--- src/lzss_stream_decompressor_macros.svh ---
// Assertion macros shared by the decompressor RTL.
// Each macro expects clk and rst in the scope where it is used.
`ifndef LZSS_STREAM_DECOMPRESSOR_MACROS_SVH
`define LZSS_STREAM_DECOMPRESSOR_MACROS_SVH

// same-cycle implication
`define LZSD_ASSERT_IMP(label, pre, post, msg) \
  label: assert property (@(posedge clk) disable iff (rst) (pre) |-> (post)) \
    else $error(msg);

// next-cycle implication
`define LZSD_ASSERT_NXT(label, pre, post, msg) \
  label: assert property (@(posedge clk) disable iff (rst) (pre) |=> (post)) \
    else $error(msg);

`endif

--- src/lzsd_pkg.sv ---
// Package for the LZSS stream decompressor: widths, codes, FSM states and
// the command/status structs between controller and datapath. No dependencies.
package lzsd_pkg;

  localparam int WINDOW_DEPTH = 4096;
  localparam int WIN_AW       = $clog2(WINDOW_DEPTH);
  localparam int CNT_W        = 32;
  localparam int HDR_IDX_W    = 3;
  localparam int FLAG_W       = 9;
  localparam int LEN_W        = 5;

  typedef logic [WIN_AW-1:0]    win_addr_t;
  typedef logic [WIN_AW:0]      fill_t;
  typedef logic [CNT_W-1:0]     cnt_t;
  typedef logic [HDR_IDX_W-1:0] hdr_idx_t;
  typedef logic [FLAG_W-1:0]    flag_t;
  typedef logic [LEN_W-1:0]     len_t;

  localparam cnt_t  OUT_LIMIT_RESET = '1;
  localparam flag_t FLAG_MARK       = 9'h100;

  localparam logic [7:0] MAGIC_L = 8'h4C;
  localparam logic [7:0] MAGIC_Z = 8'h5A;
  localparam logic [7:0] MAGIC_S = 8'h53;

  typedef enum logic [2:0] {
    STAT_OK        = 3'd0,
    STAT_BAD_HDR   = 3'd1,
    STAT_TOO_LARGE = 3'd2,
    STAT_SHORT     = 3'd3,
    STAT_LIMIT     = 3'd4
  } lzsd_status_t;

  typedef enum logic [3:0] {
    S_HDR,
    S_HDR_PROC,
    S_FLAG,
    S_FLAG_PROC,
    S_LIT,
    S_LIT_PROC,
    S_PAIR1,
    S_PAIR1_PROC,
    S_PAIR2,
    S_PAIR2_PROC,
    S_MATCH,
    S_DONE,
    S_DRAIN
  } lzsd_state_t;

  typedef struct packed {
    logic         take;
    logic         hdr_start;
    logic         hdr_magic;
    logic         hdr_size;
    logic         win_clear;
    logic         flag_load;
    logic         flag_adv;
    logic         pfb_load;
    logic         m_start;
    logic         m_push;
    logic         lit_push;
    logic         emit_status;
    logic         hidx_clr;
    lzsd_status_t code;
  } lzsd_cmd_t;

  typedef struct packed {
    logic slot_free;
    logic lastin;
    logic magic_ok;
    logic hidx_lt4;
    logic hidx_last;
    logic exp_zero;
    logic exp_gt_limit;
    logic cnt_ge_limit;
    logic cnt_ge_exp;
    logic byte_b0;
    logic flag_done;
    logic flag_next_b0;
    logic mrem_zero;
  } lzsd_stat_t;

  function automatic logic [7:0] magic_byte(input logic [1:0] idx);
    logic [7:0] m;
    case (idx)
      2'd0:    m = MAGIC_L;
      2'd1:    m = MAGIC_Z;
      default: m = MAGIC_S;
    endcase
    return m;
  endfunction

endpackage

--- src/lzsd_ctrl.sv ---
// Decoder sequencer: tracks the blob phase and issues datapath commands.
// Depends on lzsd_pkg.
module lzsd_ctrl (
  input  logic                clk,
  input  logic                rst,
  input  logic                in_valid,
  input  logic                in_last,
  output logic                in_ready,
  input  lzsd_pkg::lzsd_stat_t stat,
  output lzsd_pkg::lzsd_cmd_t  cmd
);

  lzsd_pkg::lzsd_state_t state, state_next;
  lzsd_pkg::lzsd_status_t fin_code;
  lzsd_pkg::lzsd_state_t fin_state;
  logic fin_req;
  logic need_slot;
  logic hold;

  always_ff @(posedge clk) begin
    if (rst) begin
      state <= lzsd_pkg::S_HDR;
    end else begin
      state <= state_next;
    end
  end

  // finish decision shared by next state and outputs
  always_comb begin
    fin_req   = 1'b0;
    fin_code  = lzsd_pkg::STAT_OK;
    need_slot = 1'b0;
    case (state)
      lzsd_pkg::S_HDR_PROC: begin
        if (stat.hidx_lt4) begin
          fin_req  = !stat.magic_ok || stat.lastin;
          fin_code = lzsd_pkg::STAT_BAD_HDR;
        end else if (!stat.hidx_last) begin
          fin_req  = stat.lastin;
          fin_code = lzsd_pkg::STAT_SHORT;
        end else if (stat.exp_zero) begin
          fin_req  = 1'b1;
          fin_code = lzsd_pkg::STAT_BAD_HDR;
        end else if (stat.exp_gt_limit) begin
          fin_req  = 1'b1;
          fin_code = lzsd_pkg::STAT_TOO_LARGE;
        end else begin
          fin_req  = stat.lastin;
          fin_code = lzsd_pkg::STAT_SHORT;
        end
      end
      lzsd_pkg::S_FLAG_PROC, lzsd_pkg::S_PAIR1_PROC: begin
        fin_req  = stat.lastin;
        fin_code = lzsd_pkg::STAT_SHORT;
      end
      lzsd_pkg::S_LIT_PROC, lzsd_pkg::S_MATCH: begin
        fin_req   = stat.cnt_ge_limit;
        fin_code  = lzsd_pkg::STAT_LIMIT;
        need_slot = 1'b1;
      end
      lzsd_pkg::S_DONE: begin
        if (stat.cnt_ge_exp) begin
          fin_req  = 1'b1;
          fin_code = lzsd_pkg::STAT_OK;
        end else begin
          fin_req  = stat.lastin;
          fin_code = lzsd_pkg::STAT_SHORT;
        end
      end
      default: begin
        fin_req = 1'b0;
      end
    endcase
    hold      = (need_slot || fin_req) && !stat.slot_free;
    fin_state = stat.lastin ? lzsd_pkg::S_HDR : lzsd_pkg::S_DRAIN;
  end

  always_comb begin
    state_next = state;
    case (state)
      lzsd_pkg::S_HDR:   if (in_valid) state_next = lzsd_pkg::S_HDR_PROC;
      lzsd_pkg::S_FLAG:  if (in_valid) state_next = lzsd_pkg::S_FLAG_PROC;
      lzsd_pkg::S_LIT:   if (in_valid) state_next = lzsd_pkg::S_LIT_PROC;
      lzsd_pkg::S_PAIR1: if (in_valid) state_next = lzsd_pkg::S_PAIR1_PROC;
      lzsd_pkg::S_PAIR2: if (in_valid) state_next = lzsd_pkg::S_PAIR2_PROC;
      lzsd_pkg::S_DRAIN: if (in_valid && in_last) state_next = lzsd_pkg::S_HDR;
      lzsd_pkg::S_HDR_PROC: begin
        if (hold) state_next = state;
        else if (fin_req) state_next = fin_state;
        else if (stat.hidx_lt4 || !stat.hidx_last) state_next = lzsd_pkg::S_HDR;
        else state_next = lzsd_pkg::S_FLAG;
      end
      lzsd_pkg::S_FLAG_PROC: begin
        if (hold) state_next = state;
        else if (fin_req) state_next = fin_state;
        else state_next = stat.byte_b0 ? lzsd_pkg::S_LIT : lzsd_pkg::S_PAIR1;
      end
      lzsd_pkg::S_LIT_PROC: begin
        if (hold) state_next = state;
        else if (fin_req) state_next = fin_state;
        else state_next = lzsd_pkg::S_DONE;
      end
      lzsd_pkg::S_PAIR1_PROC: begin
        if (hold) state_next = state;
        else if (fin_req) state_next = fin_state;
        else state_next = lzsd_pkg::S_PAIR2;
      end
      lzsd_pkg::S_PAIR2_PROC: state_next = lzsd_pkg::S_MATCH;
      lzsd_pkg::S_MATCH: begin
        if (hold) state_next = state;
        else if (fin_req) state_next = fin_state;
        else if (stat.mrem_zero) state_next = lzsd_pkg::S_DONE;
        else state_next = lzsd_pkg::S_MATCH;
      end
      lzsd_pkg::S_DONE: begin
        if (hold) state_next = state;
        else if (fin_req) state_next = fin_state;
        else if (stat.flag_done) state_next = lzsd_pkg::S_FLAG;
        else state_next = stat.flag_next_b0 ? lzsd_pkg::S_LIT : lzsd_pkg::S_PAIR1;
      end
      default: state_next = lzsd_pkg::S_HDR;
    endcase
  end

  always_comb begin
    cmd      = '0;
    in_ready = 1'b0;
    case (state)
      lzsd_pkg::S_HDR: begin
        in_ready      = 1'b1;
        cmd.take      = in_valid;
        cmd.hdr_start = in_valid;
      end
      lzsd_pkg::S_FLAG, lzsd_pkg::S_LIT, lzsd_pkg::S_PAIR1, lzsd_pkg::S_PAIR2,
      lzsd_pkg::S_DRAIN: begin
        in_ready = 1'b1;
        cmd.take = in_valid;
      end
      default: begin
        if (!hold) begin
          cmd.emit_status = fin_req;
          cmd.hidx_clr    = fin_req;
          cmd.code        = fin_code;
          case (state)
            lzsd_pkg::S_HDR_PROC: begin
              if (stat.hidx_lt4) begin
                cmd.hdr_magic = stat.magic_ok;
              end else begin
                cmd.hdr_size  = 1'b1;
                cmd.win_clear = stat.hidx_last && !stat.exp_zero && !stat.exp_gt_limit;
              end
            end
            lzsd_pkg::S_FLAG_PROC:  cmd.flag_load = 1'b1;
            lzsd_pkg::S_LIT_PROC:   cmd.lit_push  = !fin_req;
            lzsd_pkg::S_PAIR1_PROC: cmd.pfb_load  = 1'b1;
            lzsd_pkg::S_PAIR2_PROC: cmd.m_start   = 1'b1;
            lzsd_pkg::S_MATCH:      cmd.m_push    = !fin_req;
            lzsd_pkg::S_DONE:       cmd.flag_adv  = !fin_req;
            default:                cmd.take      = 1'b0;
          endcase
        end
      end
    endcase
  end

endmodule

--- config.mk ---
export PLATFORM = sky130hd
export DESIGN_NAME = lzsd_ctrl
export DESIGN_NICKNAME = d
export VERILOG_FILES = /design/src/lzss_stream_decompressor_macros.svh /design/src/lzsd_pkg.sv /design/src/lzsd_ctrl.sv
export SDC_FILE = /design/constraint.sdc
export NUM_CORES = 1
export LEC_CHECK = 0
export BUFFER_PORTS_ARGS = -buffer_cell sky130_fd_sc_hd__buf_2
export CELL_PAD_IN_SITES_DETAIL_PLACEMENT = 0
export CELL_PAD_IN_SITES_GLOBAL_PLACEMENT = 1
export CORE_MARGIN = 2
export CORE_UTILIZATION = 27
export DETAILED_ROUTE_END_ITERATION = 16
export GPL_TIMING_DRIVEN = 0
export MAX_ROUTING_LAYER = met4
export PLACE_DENSITY_LB_ADDON = 0.1
export SLEW_MARGIN = 10
export SYNTH_ARGS = -nofsm -noshare
export SYNTH_HDL_FRONTEND = slang
export SYNTH_SLANG_ARGS = --single-unit
export TNS_END_PERCENT = 10
--- constraint.sdc ---
create_clock -name clk -period 1.7 [get_ports clk]
set_input_delay 0.17 -clock clk [delete_from_list [all_inputs] [get_ports clk]]
set_output_delay 0.17 -clock clk [all_outputs]
set_load 0.005 [all_outputs]
# == Word level (Yosys, flattened, before mapping) ==
# Cells that the tools add are included.
# classes
mux,52
reduce_logical,18
n_eq_ne,24
# op_table
operator,count
4-bit 2-to-1 mux,19
4-bit one-hot mux with 13 select lines,1
14-bit 2-to-1 mux,2
"2-bit inequality test, second input constant",12
"4-bit equality test, second input constant",5
1-bit 2-to-1 mux,18
"4-bit by 3-bit equality test with 1-bit output, second input constant",4
2-bit 2-to-1 mux,8
3-bit one-hot mux with 4 select lines,1
12-bit AND reduction,1
"4-bit by 2-bit equality test with 1-bit output, second input constant",2
1-bit logical NOT,6
3-bit 2-to-1 mux,2
6-bit OR reduction,1
"4-bit by 1-bit equality test with 1-bit output, second input constant",1
1-bit logical AND,4
4-bit logical NOT,1
1-bit one-hot mux with 4 select lines,1
2-bit OR reduction,2
1-bit logical OR,3
# word_totals
reg_bits,4
word_cells,95
output_inout_bits,17
in_bits,17

# == Logic depth before layout (Yosys ltp) ==
# logic_depth
word_depth,9
mapped_depth,8
ltp_nobuf,6

# == Least setup slack after synthesis ==
# No wires, ideal clock.
# synth_timing
path_kind,register to register
start,register state[1]
end,register state[1]
t_arrival_ps,1665
path_stages_with_launch,8
path_slack_ps,-35
n_path_buf,1
required_ps,1630
period_less_slack_ps,1735
setup_ps,70
path_cell_list,dfxtp_1 -> buf_6 -> nand2b_1 -> nand3_2 -> a31oi_4 -> or2_0 -> or4_1 -> a21oi_1
# synth_between
elab_chain_cells,7
word_cells_on_any_way,45
cone_classes,eq/ne: 24; mux: 15; reduce/logical: 6
# synth_lines
element,line_no,text
start: declaration,lzsd_ctrl.sv:13,"lzsd_pkg::lzsd_state_t state, state_next;"
start signal: assignment,lzsd_ctrl.sv:22,state <= lzsd_pkg::S_HDR;
start signal: assignment,lzsd_ctrl.sv:24,state <= state_next;
"4-bit equality test, or another cell as far along","lzsd_ctrl.sv:33, lzsd_ctrl.sv:80",
2-bit OR reduction,lzsd_ctrl.sv:33,case (state)
1-bit one-hot mux with 4 select lines or 1-bit 2-to-1 mux (tied branches),lzsd_ctrl.sv:33,
1-bit logical OR,lzsd_ctrl.sv:74,hold = (need_slot || fin_req) && !stat.slot_free;
1-bit logical AND,lzsd_ctrl.sv:74,
2-bit inequality test (no source line),--,
12-bit AND reduction (no source line),--,
# Parallel ways exist; a longest one is shown, timed or not. The select of a mux whose other input is x is not followed.
# A chain may end at the register's enable or synchronous reset.

==> results.md <==
* Largest net degree at the start of global routing at 11
* Hold Path Class: input port to register
* Worst hold endpoint: state[1]$_SDFFE_PP0P_
* Dominant cell type by area after synthesis: dfxtp_1
* Sequential-to-total area share from yosys stat at 11.1%
* Sw Ratio at 44.1%
* Fin worst setup slack at -0.239 ns
* Worst-Margin Slew at 0.297 ns
* Net switching power at 0.000320 W
* Cell internal pwr at 0.000405 W
* Post-route ant nets at 0
* Util after Layout at 45.7%
* Die Ht at 55.6 microns
* # setup viols final at 15
* Leakage at 0.481 nW
* Post-route cell area at 1140 sq um
* Syn nets at 130
* Area after DPL at 938 sq um
* H-tree depth at 1
* Slew Limit Fails at 0
* R2R depth at 7
* Via count of the first global-routing pass at 901
* Reg-to-reg slack, setup at -0.22 ns
* CTS tree: yes
* Max Fanout on Critical Path at 5
* Max cap viols at 0
* DRC viols at 0
* Dpl hpwl at 1880 microns
* CP arrival at 1.77 ns
* Hold path depth at 2
* Clock latency on the worst-skew pair at 0.23 ns
* DR vias/cell at 5.28
* Min-delay src: rst
* Die ar. at 3090 sq um
* Total GRT Usage at 17.7%
* Biggest regs: state: 4 flops
* Ranking of synthesized cells by area: dfxtp_1 (11%), a21oi_1 (8.4%), nor2_1 (7.8%), nand2_1 (7.3%), a31oi_4 (5.9%)
* VDD IR max at 0.402 mV
* Clock root cell: clkbuf_4
* DR vias at 993
* Total CTS buffers at 3
* Top cell type's share of synthesized area at 11.1%
* Sequential power share at 18.8%
* Synth cell count leaders: nor2_1 (15), nand2_1 (14), a21oi_1 (12)
* FF-to-FF End: state[1]$_SDFFE_PP0P_
* Outcome: complete, but fails checks
* Final Hold Viols at 0
* Max reg flops at 4
* FF-to-FF Start: state[1]$_SDFFE_PP0P_
* Logic pwr share at 65.2%
* Layout Nets at 177
* Layout cells sized above 1 at 50.6%
* Count leader, synth: nor2_1
* Post-synthesis register bit count at 4
* Setup Crit Path Kind: register to output port
* DR iter-0 viols at 13
* Achievable Freq at 0.516 GHz
* CTS Buffer Depth at 2
* Die Wd at 55.6 microns
* Fin crit period at 1.94 ns
* First-pass GRT wire length at 4290 microns
* Initial antenna violation count at 0
* Slowest stage delay, CP at 0.36 ns
* Period utilisation layout at 114%
* Cell Area, Synth at 718 sq um
* Post-Route WL at 2590 microns
* First-pass DRT Iterations at 4
* Area delta synth->final at 59.2%
* Crit. End Element: output port
* Clk_skew at 0.00212 ns
* Routability cong. at 0.878
* Cells after Synth at 113
* Clk pwr share at 16.0%
* Slew margin rel. at 80.1%
* Clock sink count at 4
* Total gr overflow at 0
* Worst-path clk slew at 0.04 ns
* Cell Chain, Critical Path: buf_6 -> nor2b_4 -> nand3_2 -> a31oi_4 -> o21bai_4 -> buf_4 -> nand2_2 -> nor2_1 -> buf_2
* Row cnt at 18
* IO buf count at 33
* Number of synthesized flops with an enable pin at 0
* Synth Flop Type: dfxtp_1
* Synth warn at 0
* Most flops, register: state
* Routed WL per cell at 13.8 microns
* Cell Pwr Density at 634 nW/um^2
* Antenna cells at 0
* I/O pins at 34
* Core Area at 2500 sq um
* Worst Path Required at 1.53 ns
* Cell variety after synth at 36
* Critical path launch point type: register
* Synthesized area per cell at 6.36 sq um
* Starting Density at 28.7%
* Failing checks: negative setup slack
* RSZ-0062 raised after global routing: yes
* Ys async rst share at 0%
* Slowest cell on the critical path: dfxtp_4
worst max-delay path, delay by kind of cell (launching register included):
kind,cells,cell delay [ns]
buf+inv,3,0.40
compound gates,2,0.40
simple gates,4,0.37
flops,1,0.36
kinds of logic after synthesis:
logic type / after synthesis / share of synthesized area [%]
AND/OR/NAND/NOR: 59 / 44.3
AO/OA/AOI/OAI: 37 / 35.5
buffers and inverters: 13 / 9.06
flip-flops: 4 / 11.2
power groups by stage:
stage | logic, W | clock network [W] | registers (W)
6_report | 0.000473 | 0.000116 | 0.000136
5_1_grt | 0.000515 | 0.000127 | 0.000138
2_1_floorplan | 0.000257 | 0 | 0.000125
3_5_place_dp | 0.000366 | 0 | 0.000132
3_3_place_gp | 0.000370 | 0 | 0.000133
4_1_cts | 0.000453 | 0.000120 | 0.000137
how the worst max path moves through the flow:
stage               slack (ns)                     to  cells past startpoint                  start
global route             -0.34                cmd[10]                      9  state[3]$_SDFFE_PP0P_
floorplan                 0.01  state[1]$_SDFFE_PP0P_                      7  state[3]$_SDFFE_PP0P_
global placement         -0.31                cmd[11]                      8  state[1]$_SDFFE_PP0P_
CTS                      -0.26                 cmd[4]                      8  state[3]$_SDFFE_PP0P_
detailed placement       -0.33                cmd[11]                      8  state[1]$_SDFFE_PP0P_
finish                   -0.24                cmd[10]                      9  state[1]$_SDFFE_PP0P_
timing repair:
| item | 4_1_cts | 5_1_grt |
|---|---|---|
| endpoints found under the setup margin | 18 | 18 |
| buffers inserted | 8 | 0 |
| gates resized for setup | 22 | 12 |
| hold buffers | 0 | 0 |
| gates cloned | 1 | 0 |
| pin swaps | 13 | 7 |
metal layers:
metal  track usage (%)  up-vias  wire length [microns]
met5                 -        -                      0
met4              2.09        0                      4
met3              3.72        2                    165
met2              28.1       36                   1260
met1              23.8      458                   1160
li1                  -      497                      -
cell usage in the layout (no fill, tap or decap), types with 2 or more instances in the layout:
master	count
nor2_1	13
nand3_2	3
buf_6	2
nand2_1	10
a21oi_1	11
buf_2	34
or3b_2	2
nand3_1	3
and3_1	3
o21ai_0	8
clkbuf_2	2
o32ai_1	2
nor2b_4	2
o21a_1	2
nor2b_1	2
a31oi_4	2
nand2_2	4
o211ai_1	2
dfxtp_4	3
clkbuf_4	3
nor2_2	3
buf_4	9
inv_1	6
nand2b_1	4
o22ai_1	2
metrics by stage:
step	setup WS, ns	setup TNS (ns)	hold WS [ns]	power (W)	std cells
after floorplan	0.0135	0	0.239	0.000382	113
after global placement	-0.310	-2.65	0.406	0.000503	176
after detailed placement	-0.329	-2.47	0.411	0.000498	176
after CTS	-0.256	-2.65	0.157	0.000710	188
after global routing	-0.336	-4.12	0.167	0.000780	188
final	-0.239	-2.61	0.155	0.000725	188
final cells by class:
type	instances	area, sq um
repair buffers	42	236
inverters	6	22.5
well taps	30	37.5
fillers	275	1360
clock buffers	3	22.5
flip-flops and latches	4	91.3
multi-input cells	96	671
plain buffers	7	62.6
Power figures use the tool's default switching activity.
